## config.mk

```make
export PLATFORM = sky130hd
export DESIGN_NAME = modular_exponentiation_unit
export DESIGN_NICKNAME = d
export VERILOG_FILES = /design/src/rtl/mexp_pkg.sv /design/src/rtl/modular_exponentiation_unit.sv
export SDC_FILE = /design/constraint.sdc
export NUM_CORES = 1
export LEC_CHECK = 0
export CORE_ASPECT_RATIO = 0.75
export CORE_MARGIN = 1
export CORE_UTILIZATION = 25
export CTS_CLUSTER_DIAMETER = 80
export DETAILED_ROUTE_END_ITERATION = 16
export DONT_BUFFER_PORTS = 1
export MAX_ROUTING_LAYER = met4
export PLACE_DENSITY = 0.48
export SETUP_SLACK_MARGIN = 0.4
export SYNTH_ARGS = -nofsm -noshare
export SYNTH_HDL_FRONTEND = slang
export SYNTH_SLANG_ARGS = --single-unit
export TNS_END_PERCENT = 30
```

## constraint.sdc

```tcl
create_clock -name clock -period 13.3 [get_ports clock]
set_input_delay 0.665 -clock clock [delete_from_list [all_inputs] [get_ports clock]]
set_output_delay 0.665 -clock clock [all_outputs]
set_load 0.005 [all_outputs]
```

## src/rtl/mexp_pkg.sv

```systemverilog
// shared widths and register indexes for the modular exponentiation unit
package mexp_pkg;
   localparam int KeyBits = 32;
   localparam int CntBits = $clog2(KeyBits);
   localparam int CsrIdxBits = 1;
   localparam logic [CsrIdxBits-1:0] CsrModulus = 1'b0;
   localparam logic [CsrIdxBits-1:0] CsrExponent = 1'b1;
endpackage

```

## src/rtl/modular_exponentiation_unit.sv

```systemverilog
// modular exponentiation unit: square-and-multiply with a bit-serial modular multiplier
//
//  channel | ports                                                      | direction
//  req     | req_valid, req_ready, req_base_value                       | in
//  rsp     | rsp_valid, rsp_ready, rsp_power_result, rsp_modulus_error  | out
//  csr     | csr_write, csr_index, csr_data                             | in
//
// the base is reduced by one shift-subtract pass, then each exponent bit costs
// a square and, if set, a multiply (one doubling and one add per cycle)
// zero modulus or zero exponent goes straight from IDLE to DONE
// one word at a time; the result register holds while rsp_ready is low
// reset is synchronous and clears the control state and the two registers
module modular_exponentiation_unit (
   input  logic clock,
   input  logic reset,
   input  logic req_valid,
   output logic req_ready,
   input  logic [mexp_pkg::KeyBits-1:0] req_base_value,
   output logic rsp_valid,
   input  logic rsp_ready,
   output logic [mexp_pkg::KeyBits-1:0] rsp_power_result,
   output logic rsp_modulus_error,
   input  logic csr_write,
   input  logic [mexp_pkg::CsrIdxBits-1:0] csr_index,
   input  logic [mexp_pkg::KeyBits-1:0] csr_data
);
   localparam int W = mexp_pkg::KeyBits;
   localparam int C = mexp_pkg::CntBits;

   typedef enum logic [2:0] {IDLE, REDUCE, SQUARE, MULT, DONE} state_type;

   state_type state_ff;
   logic [W-1:0] mod_ff, exp_ff;
   logic [W-1:0] base_ff, acc_ff, prod_ff, mplr_ff, rem_ff, res_ff;
   logic [C-1:0] bit_ff, ebit_ff;
   logic err_ff, valid_ff;

   // (a+b) mod n with a,b < n
   function automatic logic [W-1:0] add_mod(logic [W-1:0] a, logic [W-1:0] b,
                                            logic [W-1:0] n);
      logic [W-1:0] room;
      room = n - b;
      return (a >= room) ? (a - room) : (a + b);
   endfunction

   logic [W-1:0] dbl_in, step_in, rem_in, mand;
   logic [W:0] rem_sh;

   always_comb begin
      mand = (state_ff == SQUARE) ? acc_ff : base_ff;
      dbl_in = add_mod(prod_ff, prod_ff, mod_ff);
      step_in = mplr_ff[W-1] ? add_mod(dbl_in, mand, mod_ff) : dbl_in;
      rem_sh = {rem_ff, base_ff[W-1]};
      rem_in = (rem_sh >= {1'b0, mod_ff}) ? W'(rem_sh - {1'b0, mod_ff}) : rem_sh[W-1:0];
   end

   assign req_ready = (state_ff == IDLE);
   assign rsp_valid = valid_ff;
   assign rsp_power_result = res_ff;
   assign rsp_modulus_error = err_ff;

   always_ff @(posedge clock) begin
      if (reset) begin
         state_ff <= IDLE;
         valid_ff <= 1'b0;
         mod_ff <= '0;
         exp_ff <= '0;
      end else begin
         if (csr_write && csr_index == mexp_pkg::CsrModulus) mod_ff <= csr_data;
         if (csr_write && csr_index == mexp_pkg::CsrExponent) exp_ff <= csr_data;
         case (state_ff)
            IDLE: begin
               if (req_valid) begin
                  base_ff <= req_base_value;
                  rem_ff <= '0;
                  bit_ff <= C'(W - 1);
                  if (mod_ff == '0) begin
                     res_ff <= '0;
                     err_ff <= 1'b1;
                     valid_ff <= 1'b1;
                     state_ff <= DONE;
                  end else if (exp_ff == '0) begin
                     res_ff <= W'(1);
                     err_ff <= 1'b0;
                     valid_ff <= 1'b1;
                     state_ff <= DONE;
                  end else begin
                     state_ff <= REDUCE;
                  end
               end
            end
            REDUCE: begin
               if (bit_ff == '0) begin
                  base_ff <= rem_in;
                  acc_ff <= (mod_ff == W'(1)) ? '0 : W'(1);
                  ebit_ff <= C'(W - 1);
                  prod_ff <= '0;
                  mplr_ff <= (mod_ff == W'(1)) ? '0 : W'(1);
                  bit_ff <= C'(W - 1);
                  state_ff <= SQUARE;
               end else begin
                  rem_ff <= rem_in;
                  base_ff <= base_ff << 1;
                  bit_ff <= bit_ff - 1'b1;
               end
            end
            SQUARE, MULT: begin
               if (bit_ff == '0) begin
                  prod_ff <= '0;
                  bit_ff <= C'(W - 1);
                  if (state_ff == SQUARE && exp_ff[ebit_ff]) begin
                     acc_ff <= step_in;
                     mplr_ff <= step_in;
                     state_ff <= MULT;
                  end else if (ebit_ff == '0) begin
                     res_ff <= step_in;
                     err_ff <= 1'b0;
                     valid_ff <= 1'b1;
                     state_ff <= DONE;
                  end else begin
                     acc_ff <= step_in;
                     mplr_ff <= step_in;
                     ebit_ff <= ebit_ff - 1'b1;
                     state_ff <= SQUARE;
                  end
               end else begin
                  prod_ff <= step_in;
                  mplr_ff <= mplr_ff << 1;
                  bit_ff <= bit_ff - 1'b1;
               end
            end
            DONE: begin
               if (rsp_ready) begin
                  valid_ff <= 1'b0;
                  state_ff <= IDLE;
               end
            end
            default: state_ff <= IDLE;
         endcase
      end
   end
endmodule

```

==> impl_results.md <==
- Seq/Total Area, Yosys: 32.6%
- Critical Path RT: 13.61 ns
- Average wire per standard cell: ~24 um
- Pre-CTS setup slack: 1.68 ns
- Reg2Reg Depth: 38
- Die H: between 200 and 300 um
- Routed Antenna Nets: 0
- Combinational share of power: 45.3%
- Clock power frac: around 24%
- Port buffer count: 0
- Largest net degree at the start of global routing: 87
- Vias in the first global route: 19100
- Final worst path period share: approximately nine tenths
- Initial Util: 25.4%
- Post-Route WL: ~90000 um
- Internal: 1.93 mW
- Layout Utilization: 27.9%
- 1st-pass router iterations: 6
- Final Hold Viols: 0
- Hold path cells: 1
- Nets: between 2000 and 3000
- Met3 usage: 3.67%
- Post-CTS Setup Bufs: 0
- Minimum clock period: 12.08 ns
- Post-synth cell types: 99
- Synthesized area: 22900 um2
- Global Route Usage Sum: 19.9%
- CTS tree: built
- Arrival time at the worst endpoint: 12.39 ns
- Design area: 25200 um2
- Setup CP Type: register to register
- GR Util met2: a little over a quarter
- Ys async rst share: 0%
- 1st-iter DRT viols: roughly 2300
- Cells after DPL: 3845
- Hold Path Class: input pin to register
- Yosys synthesis warning count: 0
- Sw frac: 42.1%
- DP HPWL: 72200 um
- Die area: 92700 um2
- Slew Limit Fails: 0
- Post-synthesis cell count: 2703
- FILL cells: 9855
- Hold_ws: 0.155 ns
- Worst IR Drop VDD: 0.0871 mV
- Post-synth EDFFs: 203
- Post-CTS sizing: 0
- Total CTS buffers: 27
- Final setup TNS: 0 ns
- Dpl cell area: 24300 um2
- Initial antenna violation count: 4
- Post-synth net total: 2965
- Grt peak-use layer: met1
- Row Count: 95
- NetSw: roughly 1.4 mW
- RSZ-0062 raised after global routing: false
- CP Capture Type: register
- Clock Latency Late Sink: a little under 0.6 ns
- M1 GR Usage: 30.4%
- Sequential power share: between 30% and 40%
- # hold bufs at CTS: 0
- Clock Tree Buf Depth: 3
- Crit start category: register
- Post-synthesis register bit count: 271
- Sequential cell area: around 7500 um2
- Crit-path slowest cell: a21oi_1
- Finished Layout Cells: 3895
- Critical path's largest stage delay: just under 1 ns
- Measured slew at the worst slew-check pin: 1.11 ns
- Clock Sinks: approximately 270
- Clk root buf: clkbuf_16
- Mapped Avg Cell Area: 8.46 um2
- Area of the multi-input gates: between 10000 and 15000 um2
- Leakage Power: a little under 10 nW
- Cell area power density: 132 nW/um2
- CTS clk-pin slew, worst paths: about 0.080 ns
- Fmax achieved: 82.8 MHz
- Fin worst setup slack: 1.22 ns
- WP depth: 38
- Tot Pwr: 3.33 mW
- DR DRC count: 0
- Total grt overflow: 0
- Ports: 105
- Core outline area: 90100 um2
- Status: complete, no violations
- Max cap viols: 0
- Top Family by Delay on Critical Path: compound AO/OA/AOI/OAI gates
- Setup-failing EPs final: 0
- Number of buffers and inverters on the critical path: 1
- Setup Skew: approximately 0.027 ns
- Die X: 351 um
- RePlAce Congestion: 0.970
- First-pass GRT wire length: 132000 um
- Syn-to-layout area delta: 9.97%
- Via total after detailed routing: 20600
- H-tree depth: 1
- Layout cells sized above 1: 6.19%
- Crit Path Max Fanout: 33
- Routed vias/inst: 5.30
- Ys flop type: edfxtp_1
- Slew headroom: 25.9%
worst register-to-register path: cells and delay by family (launching register included):
family	cells	cell delay (ns)
XOR/XNOR	1	0.15
flip-flops	1	0.51
buffers and inverters	1	0.22
AO/OA/AOI/OAI	24	6.05
adder cells (fa/ha/maj)	3	1.38
AND/OR/NAND/NOR	9	3.51
cell usage after synthesis, types with 40 or more instances:
master,n,area [um2]
mux2i_1,70,701
dfxtp_1,68,1360
ha_1,188,2350
clkbuf_1,85,319
a21o_1,89,668
edfxtp_1,203,6100
xor2_1,68,596
nand2b_1,40,250
nand2_1,331,1240
inv_1,155,582
a21oi_1,295,1480
nor3_1,60,300
nor2_1,226,848
o21ai_0,147,736
xnor2_1,99,867
placed cells by master, fill, tap and decap left out, types with 20 or more instances in the layout:
master and n:
a211oi_1 26, a21o_1 89, a21oi_1 294, and2_1 28
and3_1 33, buf_4 43, clkbuf_16 27, dfxtp_1 68
edfxtp_1 203, ha_1 188, inv_1 155, mux2i_1 70
nand2_1 331, nand2b_1 39, nand3_1 36, nand4_1 27
nor2_1 222, nor2b_1 33, nor3_1 59, nor4_1 22
o21a_1 20, o21ai_0 147, o21bai_1 33, xnor2_1 99
xor2_1 68
layer usage:
layer / wire, um / share of wire, %
met1: 46600 / 51
met2: 36000 / 39
met3: 7750 / 8.4
met4: 1760 / 1.9
met5: 0 / 0
final timing paths:
path,endpoint,start,slack [ns]
hold / removal,mod_ff[1],reset,0.15
hold reg to reg,exp_ff[27],exp_ff[27],0.47
setup reg to reg,mplr_ff[26],prod_ff[1],1.22
setup / recovery,mplr_ff[26],prod_ff[1],1.22
cells by family (layout without fill, tap and decap cells):
kind of cell / after synthesis / count (layout) / synth area share, %
AOI/OAI and AO/OA: 811 / 811 / 23.0
xor gates and xnor gates: 167 / 167 / 6.39
adders and majority gates: 193 / 193 / 10.7
buffers and inverters: 269 / 248 / 4.64
DFF: 271 / 271 / 32.6
muxes: 83 / 83 / 3.92
other: 0 / 1 / 0
and+or+nand+nor: 909 / 909 / 18.8
area by class of cell:
type	count	share of cell area (%)
clock inverters	18	0.681
multi-input cells	2163	57.3
inverters	156	2.33
flip-flops and latches	271	29.6
repair buffers	43	1.28
diodes	1	0.00995
clock buffers	31	2.75
well taps	1212	6.03
state kept, by name, indices dropped and copies added (netlist names):
name / count
exp_ff: 32
bit_ff: 5
rsp_valid: 1
ebit_ff: 5
rsp_modulus_error: 1
state_ff: 3
base_ff: 32
rsp_power_result: 32
prod_ff: 32
mod_ff: 32
acc_ff: 32
rem_ff: 32
mplr_ff: 32
power groups by stage:
stage | clock, mW | combinational, mW | sequential (mW)
2_1_floorplan | 0 | 1.06 | 1.00
3_3_place_gp | 0 | 1.48 | 1.04
3_5_place_dp | 0 | 1.47 | 1.03
4_1_cts | 0.820 | 1.47 | 1.02
5_1_grt | 0.851 | 1.63 | 1.02
6_report | 0.806 | 1.51 | 1.02
No activity file was read; power rests on OpenSTA's default activity.
